### src/rtl/rip_relative_reference_scan_unit_assert.svh
// Assertion macros for the RIP-relative reference scan unit.
// Needs clk and rst_n in the scope of the module that uses them.
`ifndef RIP_RELATIVE_REFERENCE_SCAN_UNIT_ASSERT_SVH
`define RIP_RELATIVE_REFERENCE_SCAN_UNIT_ASSERT_SVH

`ifndef SYNTHESIS
`define RRS_ASSERT(lbl, prop, msg) \
  lbl: assert property (@(posedge clk) disable iff (!rst_n) prop) else $error(msg);
`define RRS_ASSERT_ALWAYS(lbl, prop, msg) \
  lbl: assert property (@(posedge clk) prop) else $error(msg);
`else
`define RRS_ASSERT(lbl, prop, msg)
`define RRS_ASSERT_ALWAYS(lbl, prop, msg)
`endif

`endif

### src/rtl/rrs_pkg.sv
// Shared types and constants of the RIP-relative reference scan unit.
// No dependencies.
package rrs_pkg;

  localparam int POS_BITS_DEF  = 32;
  localparam int MID_DEPTH_DEF = 4;
  localparam int OUT_DEPTH_DEF = 2;
  localparam int CFG_IDX_BITS  = 3;
  localparam int WINDOW_LAG    = 6;   // bytes held before the current one
  localparam int INSTR_LEN     = 7;

  localparam logic [7:0] REX_W      = 8'h48;
  localparam logic [7:0] REX_WR     = 8'h4C;
  localparam logic [7:0] OPC_LEA    = 8'h8D;
  localparam logic [7:0] OPC_MOV    = 8'h8B;
  localparam logic [1:0] MODRM_MOD0 = 2'b00;
  localparam logic [2:0] MODRM_RIP  = 3'd5;

  typedef enum logic [CFG_IDX_BITS-1:0] {
    REG_SCAN_MODE    = 3'd0,
    REG_REGION_BASE  = 3'd1,
    REG_MATCH_TARGET = 3'd2,
    REG_RANGE_BASE   = 3'd3,
    REG_RANGE_SIZE   = 3'd4,
    REG_NTH_INDEX    = 3'd5
  } cfg_reg_t;

  typedef struct packed {
    logic        scan_mode;
    logic [63:0] region_base;
    logic [63:0] match_target;
    logic [63:0] range_base;
    logic [31:0] range_size;
    logic [15:0] nth_index;
  } cfg_t;

  // request from front to back: a decoded candidate or an end of stream
  typedef struct packed {
    logic        is_end;
    logic [63:0] ia;
    logic [31:0] disp;
  } mid_entry_t;

  typedef struct packed {
    logic        found;
    logic [63:0] instr_address;
    logic [63:0] target_address;
  } res_t;

endpackage

### src/rtl/rrs_fifo.sv
// Small register-based FIFO used between front and back and at the output.
// Depends on rip_relative_reference_scan_unit_assert.svh.
`include "rip_relative_reference_scan_unit_assert.svh"

module rrs_fifo #(
  parameter int WIDTH = 8,
  parameter int DEPTH = 4   // power of two
) (
  input  logic             clk,
  input  logic             rst_n,
  input  logic             push,
  input  logic [WIDTH-1:0] din,
  output logic             full,
  input  logic             pop,
  output logic [WIDTH-1:0] dout,
  output logic             empty
);

  localparam int AW = (DEPTH > 1) ? $clog2(DEPTH) : 1;

  logic [WIDTH-1:0] mem [DEPTH];
  logic [AW-1:0]    wr_ptr_r, rd_ptr_r;
  logic [AW:0]      cnt_r, cnt_nxt;
  logic             push_ok, pop_ok;

  assign full    = (cnt_r == (AW + 1)'(DEPTH));
  assign empty   = (cnt_r == '0);
  assign push_ok = push && !full;
  assign pop_ok  = pop && !empty;
  assign dout    = mem[rd_ptr_r];

  always_ff @(posedge clk) begin
    if (push_ok) begin
      mem[wr_ptr_r] <= din;
    end
  end

  always_comb begin
    case ({push_ok, pop_ok})
      2'b10:   cnt_nxt = cnt_r + 1'b1;
      2'b01:   cnt_nxt = cnt_r - 1'b1;
      default: cnt_nxt = cnt_r;
    endcase
  end

  always_ff @(posedge clk) begin
    if (!rst_n) begin
      wr_ptr_r <= '0;
      rd_ptr_r <= '0;
      cnt_r    <= '0;
    end else begin
      if (push_ok) wr_ptr_r <= wr_ptr_r + 1'b1;
      if (pop_ok)  rd_ptr_r <= rd_ptr_r + 1'b1;
      cnt_r <= cnt_nxt;
    end
  end

  `RRS_ASSERT(a_no_push_full, !(push && full), "fifo push while full")
  `RRS_ASSERT(a_not_empty_and_full, !(empty && full), "fifo empty and full at once")
  `RRS_ASSERT_ALWAYS(a_cnt_range, !rst_n || cnt_r <= (AW + 1)'(DEPTH), "fifo count past depth")

endmodule

### src/rtl/rrs_front.sv
// Front part: byte window, stream position and instruction pattern decode.
// Depends on rrs_pkg.
module rrs_front import rrs_pkg::*; #(
  parameter int POSITION_BITS = POS_BITS_DEF
) (
  input  logic       clk,
  input  logic       rst_n,
  input  logic       accept,
  input  logic [7:0] code_byte,
  input  logic       last_byte,
  input  cfg_t       cfg,
  output logic       ent_push,
  output mid_entry_t ent
);

  localparam logic [POSITION_BITS-1:0] PosMax = '1;
  localparam logic [POSITION_BITS-1:0] Lag    = POSITION_BITS'(WINDOW_LAG);

  logic [47:0]              win_r, win_nxt;
  logic [POSITION_BITS-1:0] pos_r, pos_nxt;
  logic [7:0]               rex, opc, modrm;
  logic                     check, rex_ok, opc_ok, rip_ok;

  assign rex   = win_r[7:0];
  assign opc   = win_r[15:8];
  assign modrm = win_r[23:16];

  // last byte never closes a checked window; saturated position stops checks
  assign check  = !last_byte && (pos_r >= Lag) && (pos_r != PosMax);
  assign rex_ok = (rex == REX_W) || (rex == REX_WR);
  assign opc_ok = (opc == OPC_LEA) || (cfg.scan_mode && (opc == OPC_MOV));
  assign rip_ok = (modrm[7:6] == MODRM_MOD0) && (modrm[2:0] == MODRM_RIP);

  assign ent_push   = accept && (last_byte || (check && rex_ok && opc_ok && rip_ok));
  assign ent.is_end = last_byte;
  assign ent.ia     = cfg.region_base + 64'(pos_r - Lag);
  assign ent.disp   = {code_byte, win_r[47:24]};

  always_comb begin
    win_nxt = win_r;
    pos_nxt = pos_r;
    if (accept) begin
      if (last_byte) begin
        win_nxt = '0;
        pos_nxt = '0;
      end else begin
        win_nxt = {code_byte, win_r[47:8]};
        if (pos_r != PosMax) pos_nxt = pos_r + 1'b1;
      end
    end
  end

  always_ff @(posedge clk) begin
    if (!rst_n) begin
      win_r <= '0;
      pos_r <= '0;
    end else begin
      win_r <= win_nxt;
      pos_r <= pos_nxt;
    end
  end

endmodule

### src/rtl/rrs_back.sv
// Back part: target add, range/exact compare, hit counting, per-stream result.
// Depends on rrs_pkg and rip_relative_reference_scan_unit_assert.svh.
`include "rip_relative_reference_scan_unit_assert.svh"

module rrs_back import rrs_pkg::*; (
  input  logic       clk,
  input  logic       rst_n,
  input  cfg_t       cfg,
  input  logic       ent_avail,
  input  mid_entry_t ent,
  output logic       ent_pop,
  input  logic       res_full,
  output logic       res_push,
  output res_t       res
);

  // stage A: entry from queue; stage B: computed target
  logic        a_valid_r;
  mid_entry_t  a_ent_r;
  logic        b_valid_r, b_end_r;
  logic [63:0] b_ia_r, b_tg_r;
  logic        done_r, done_nxt;
  logic [15:0] count_r, count_nxt;

  logic        adv, in_range, exact, hit;
  logic [63:0] tg_a, off;

  assign adv     = !res_full;
  assign ent_pop = adv && ent_avail;

  assign tg_a = a_ent_r.ia + {{32{a_ent_r.disp[31]}}, a_ent_r.disp} + 64'(INSTR_LEN);

  assign off      = b_tg_r - cfg.range_base;
  assign in_range = off < {32'd0, cfg.range_size};
  assign exact    = b_tg_r == cfg.match_target;
  assign hit      = cfg.scan_mode ? (in_range && (count_r == cfg.nth_index)) : exact;

  always_comb begin
    res_push  = 1'b0;
    res       = '0;
    done_nxt  = done_r;
    count_nxt = count_r;
    if (adv && b_valid_r) begin
      if (b_end_r) begin
        res_push  = !done_r;
        done_nxt  = 1'b0;
        count_nxt = '0;
      end else if (!done_r) begin
        if (hit) begin
          res_push           = 1'b1;
          res.found          = 1'b1;
          res.instr_address  = b_ia_r;
          res.target_address = b_tg_r;
          done_nxt           = 1'b1;
        end else if (cfg.scan_mode && in_range) begin
          count_nxt = count_r + 1'b1;
        end
      end
    end
  end

  always_ff @(posedge clk) begin
    if (adv) begin
      a_ent_r <= ent;
      b_end_r <= a_ent_r.is_end;
      b_ia_r  <= a_ent_r.ia;
      b_tg_r  <= tg_a;
    end
  end

  always_ff @(posedge clk) begin
    if (!rst_n) begin
      a_valid_r <= 1'b0;
      b_valid_r <= 1'b0;
      done_r    <= 1'b0;
      count_r   <= '0;
    end else begin
      if (adv) begin
        a_valid_r <= ent_avail;
        b_valid_r <= a_valid_r;
      end
      done_r  <= done_nxt;
      count_r <= count_nxt;
    end
  end

  `RRS_ASSERT(a_push_needs_stage, res_push |-> (b_valid_r && !res_full), "result without work")
  `RRS_ASSERT(a_one_hit, (res_push && res.found) |-> !done_r, "second hit in a stream")
  `RRS_ASSERT(a_done_after_hit, (res_push && res.found) |=> done_r, "hit did not close stream")
  `RRS_ASSERT(a_end_clears, (adv && b_valid_r && b_end_r) |=> (!done_r && count_r == '0),
              "stream end left state")

endmodule

### src/rtl/rip_relative_reference_scan_unit.sv
// Top level of the RIP-relative reference scan unit: config registers,
// front decode, request queue, back compare and result queue.
// Candidates pass the request queue and back stages A and B; results the result queue.
// Throughput: one code byte per cycle; in_full rises only when the result
// queue is full and the 4-entry request queue has filled behind it.
// Reset (rst_n low, synchronous) clears config registers, stream state and queues.
module rip_relative_reference_scan_unit import rrs_pkg::*; #(
  parameter int POSITION_BITS = POS_BITS_DEF
) (
  input  logic                    clk,
  input  logic                    rst_n,
  input  logic                    in_push,
  output logic                    in_full,
  input  logic [7:0]              in_code_byte,
  input  logic                    in_last_byte,
  output logic                    out_empty,
  input  logic                    out_pop,
  output logic                    out_found,
  output logic [63:0]             out_instr_address,
  output logic [63:0]             out_target_address,
  input  logic                    cfg_we,
  input  logic [CFG_IDX_BITS-1:0] cfg_index,
  input  logic [63:0]             cfg_data
);

  cfg_t       cfg_r;
  logic       accept;
  logic       ent_push, mid_full, mid_empty, ent_pop;
  mid_entry_t ent_in, ent_out;
  logic       res_push, res_full;
  res_t       res_in, res_out;

  always_ff @(posedge clk) begin
    if (!rst_n) begin
      cfg_r <= '0;
    end else if (cfg_we) begin
      case (cfg_index)
        REG_SCAN_MODE:    cfg_r.scan_mode    <= cfg_data[0];
        REG_REGION_BASE:  cfg_r.region_base  <= cfg_data;
        REG_MATCH_TARGET: cfg_r.match_target <= cfg_data;
        REG_RANGE_BASE:   cfg_r.range_base   <= cfg_data;
        REG_RANGE_SIZE:   cfg_r.range_size   <= cfg_data[31:0];
        REG_NTH_INDEX:    cfg_r.nth_index    <= cfg_data[15:0];
        default: ;
      endcase
    end
  end

  assign in_full = mid_full;
  assign accept  = in_push && !mid_full;

  rrs_front #(.POSITION_BITS(POSITION_BITS)) u_front (
    .clk       (clk),
    .rst_n     (rst_n),
    .accept    (accept),
    .code_byte (in_code_byte),
    .last_byte (in_last_byte),
    .cfg       (cfg_r),
    .ent_push  (ent_push),
    .ent       (ent_in)
  );

  rrs_fifo #(.WIDTH($bits(mid_entry_t)), .DEPTH(MID_DEPTH_DEF)) u_mid_q (
    .clk   (clk),
    .rst_n (rst_n),
    .push  (ent_push),
    .din   (ent_in),
    .full  (mid_full),
    .pop   (ent_pop),
    .dout  (ent_out),
    .empty (mid_empty)
  );

  rrs_back u_back (
    .clk       (clk),
    .rst_n     (rst_n),
    .cfg       (cfg_r),
    .ent_avail (!mid_empty),
    .ent       (ent_out),
    .ent_pop   (ent_pop),
    .res_full  (res_full),
    .res_push  (res_push),
    .res       (res_in)
  );

  rrs_fifo #(.WIDTH($bits(res_t)), .DEPTH(OUT_DEPTH_DEF)) u_out_q (
    .clk   (clk),
    .rst_n (rst_n),
    .push  (res_push),
    .din   (res_in),
    .full  (res_full),
    .pop   (out_pop),
    .dout  (res_out),
    .empty (out_empty)
  );

  assign out_found          = res_out.found;
  assign out_instr_address  = res_out.instr_address;
  assign out_target_address = res_out.target_address;

endmodule

### config.mk
export PLATFORM = sky130hd
export DESIGN_NAME = rip_relative_reference_scan_unit
export DESIGN_NICKNAME = d
export VERILOG_FILES = /design/src/rtl/rrs_pkg.sv /design/src/rtl/rrs_fifo.sv /design/src/rtl/rrs_front.sv /design/src/rtl/rrs_back.sv /design/src/rtl/rip_relative_reference_scan_unit.sv
export VERILOG_INCLUDE_DIRS = /design/src /design/src/rtl
export SDC_FILE = /design/constraint.sdc
export NUM_CORES = 2
export LEC_CHECK = 0
export ABC_AREA = 1
export BUFFER_PORTS_ARGS = -buffer_cell sky130_fd_sc_hd__buf_2
export CORE_MARGIN = 2
export CORE_UTILIZATION = 30
export DETAILED_ROUTE_END_ITERATION = 8
export PLACE_DENSITY = 0.46
export SYNTH_ARGS = -nofsm -noshare
export SYNTH_HDL_FRONTEND = slang
export SYNTH_SLANG_ARGS = --single-unit
### constraint.sdc
create_clock -name clk -period 12.7 [get_ports clk]
set_input_delay 1.905 -clock clk [delete_from_list [all_inputs] [get_ports clk]]
set_output_delay 1.905 -clock clk [all_outputs]
set_load 0.1 [all_outputs]
==> parameters.txt <==
Parameter                              Value

Outcome
  Outcome    completed

Finish
  Fraction of final layout cells sized beyond drive strength 1    0.111
  Synthesis-to-finish area growth    13.8%
  Filler instances    21200
  Flip-flop and latch area    0.0332 mm2
  Final net count    7173
  Area taken by multi-input logic gates    0.0245 mm2
  Utilization of the core after routing    0.344
  Non-filler instance count after layout    9598

STA
  Setup repair after global routing missed its margin    no
  Setup slack after layout    6.51 ns
  Min Tclk post-route    6.19 ns
  Final Hold Fails    0
  Achievable clock frequency    161 MHz
  Worst-Margin Slew    1.14 ns
  Max Slew Vio Count    0
  Final setup TNS    0 ns
  Final Setup Violations    0
  Share of the cycle needed by the critical path after routing    0.488
  Final-layout worst hold slack    0.432 ns
  Final setup skew    0.0462 ns
  Relative slew slack    0.239

Critical path
  Longest individual stage delay on the worst path    0.67 ns
  Start-to-end type of the worst setup path    flop to flop
  CP Max Fanout    49
  Worst setup SP type    flop
  Setup slack of the most critical reg-to-reg path    6.51 ns
  Most numerous cell on the critical path    nand2_1
  Master of the slowest instance on the critical path    buf_4
  Required time at the endpoint of the critical path    13.11 ns
  Critical Path End Type    flop
  Data arrival time at the worst-slack endpoint    6.60 ns

Synth
  Mean cell area of the mapped netlist    9.39 um2
  Top-count cell post-synth    nor2_1
  Count of different cell masters after synthesis    57
  Combined area of all synthesized cells    0.0620 mm2
  Synthesis-stage register bit count    1223
  Synth warn    0
  Area share of the largest cell type after synthesis    0.423
  Part of the Yosys area used for sequential elements    0.536
  Async set or reset register ratio after synthesis    0
  Cell count after synthesis    6602
  EDFF count, synth    872
  Net count after synthesis    6979
  Leading cell types by total area after synthesis    edfxtp_1 (42%), dfxtp_1 (11%), ha_1 (5.9%)
  Top cell types by occurrence after synthesis    nor2_1 (950), nand2_1 (940), inv_1 (876), edfxtp_1 (872), o21ai_0 (560)
  Most area-hungry cell type in the Yosys netlist    edfxtp_1
  Top flip-flop cell by instance count after synthesis    edfxtp_1

Clock network
  Clock buffers created by TritonCTS    141
  CTS-repair resized insts    0
  Worst-Skew Late Latency    0.81 ns
  Root buffer selected by CTS    clkbuf_16
  Clock tree buffer depth    3
  Post-CTS setup repair buffer count    0
  Hold buffer count at CTS    0
  CTS HTree Levels    4
  Clock edge transition at the registers on the reported setup and hold paths    0.06 ns
  Total clock sinks    1223
  TritonCTS clock tree    yes

Floorplan
  Top-Level Pins    212
  Chip height    459 um
  Placement Rows    166
  Effective utilization at floorplan    0.302
  Die footprint    0.210 mm2
  Die W    459 um
  Area of the core region    0.205 mm2

Global routing
  Number of global-route vias before repair    43500
  Total Routing Usage GR    0.192
  Gr ovfl total    0
  Largest net degree at the start of global routing    104
  First-pass GRT wire length    298000 um
  Antenna violations before repair    14

Place
  Cell count after placement    9341
  Placer congestion estimate    0.941
  IO buf count    211
  Post-place setup slack    6.46 ns
  HPWL reported at the end of detailed placement    156000 um

Power and ir drop
  Total power density per cell area    258 mW/mm2
  Highest ir drop seen on vdd    0.194 mV
  Leakage power summed over all cells    29.1 nW

Drt
  DRC errors left    0
  Total via count after detailed routing    45800
  Number of DRC violations after detailed-routing iteration 0    3325
  Total wirelength of the detailed-routed design    207000 um
  Mean number of vias per cell    4.77
  Number of iterations in the first detailed-routing pass    6
  Number of nets with antenna violations after detailed routing    0
  Routed wirelength normalized by instance count    21.5 um

Job
  Number of max-cap violations    0

Worst hold path
  Worst hold path class    flop to flop
cells by family (layout without fill, tap and decap cells):
family / count (synthesis) / after routing / share of synthesized area
AO/OA/AOI/OAI: 1284 / 1284 / 0.113
XOR/XNOR: 231 / 231 / 0.0326
adder cells (fa/ha/maj): 296 / 296 / 0.0602
buffers and inverters: 1094 / 1400 / 0.0695
flip-flops: 1223 / 1223 / 0.536
multiplexers: 129 / 129 / 0.0234
other: 0 / 2 / 0
AND/OR/NAND/NOR: 2345 / 2345 / 0.166
final timing paths:
path / depth (start not counted) / end / start
min reg2reg: 0 / u_back.b_end_r$_DFFE_PN_ / u_back.a_ent_r[96]$_DFFE_PN_
max: 25 / u_out_q.mem[0][116]$_DFFE_PP_ / u_back.b_tg_r[6]$_DFFE_PN_
max reg2reg: 25 / u_out_q.mem[0][116]$_DFFE_PP_ / u_back.b_tg_r[6]$_DFFE_PN_
min: 0 / u_back.b_end_r$_DFFE_PN_ / u_back.a_ent_r[96]$_DFFE_PN_
final cells by class:
class,count,area share
Clock buffer,199,0.0565
Sequential cell,1223,0.471
Antenna cell,2,0.0000710
Timing Repair Buffer,254,0.0196
Clock inverter,56,0.00923
Multi-Input combinational cell,4285,0.348
Inverter,891,0.0476
Tap cell,2688,0.0477
worst max-delay path: cells and delay by family (launching register included):
family | cells | cell delay, ns
AO/OA/AOI/OAI | 3 | 0.48
XOR/XNOR | 1 | 0.23
adder cells (fa/ha/maj) | 2 | 0.68
buffers and inverters | 2 | 1.14
flip-flops | 1 | 0.46
AND/OR/NAND/NOR | 17 | 2.65
registers in the layout, indices dropped and copies added (netlist names), named ones only:
register	count
u_back.b_end_r	1
u_out_q.wr_ptr_r	1
u_back.b_valid_r	1
cfg_r	241
u_out_q.mem	258
u_back.a_valid_r	1
u_mid_q.mem	388
u_front.pos_r	32
u_front.win_r	47
u_out_q.rd_ptr_r	1
u_back.count_r	16
u_back.b_tg_r	64
u_mid_q.rd_ptr_r	2
u_mid_q.wr_ptr_r	2
u_back.a_ent_r	97
u_out_q.cnt_r	2
u_back.done_r	1
u_mid_q.cnt_r	3
u_back.b_ia_r	64
layout by cell type (no fill, tap or decap), drive strengths merged, types with 20 or more instances in the layout:
cell type,Yosys,final
nand3,139,139
ha,292,292
o22ai,113,113
nand2,953,953
dfxtp,351,351
xnor2,75,75
nor2,1063,1063
mux2,129,129
nor4,30,30
inv,888,898
clkinv,3,41
nor3,102,102
a211oi,24,24
a31oi,51,51
a21oi,430,430
xor2,156,156
o21ai,573,573
clkbuf,184,199
o21a,20,20
nand4,39,39
buf,19,254
edfxtp,872,872
power by group:
group | switching [W] | leakage [nW] | total [W] | internal, W
clock | 0.00172 | 2.26 | 0.00406 | 0.00234
sequential | 0.000559 | 11.5 | 0.00583 | 0.00527
combinational | 0.00592 | 15.4 | 0.00832 | 0.00239
total | 0.00820 | 29.1 | 0.0182 | 0.0100
per-layer routing:
metal	up-vias	GRT usage	part of all wire
li1	22600	-	-
met1	22000	0.260	0.46
met2	956	0.321	0.48
met3	216	0.0273	0.044
met4	2	0.0466	0.023
met5	-	0	0.000034
stage by stage:
| step | area, um2 | power, W |
|---|---|---|
| final | 70500 | 0.0182 |
| after global routing | 70500 | 0.0194 |
| after CTS | 70500 | 0.0184 |
| after detailed placement | 65900 | 0.0143 |
| after global placement | 65900 | 0.0143 |
| after floorplan | 62000 | 0.0113 |
(Power assumes the default switching activity.)
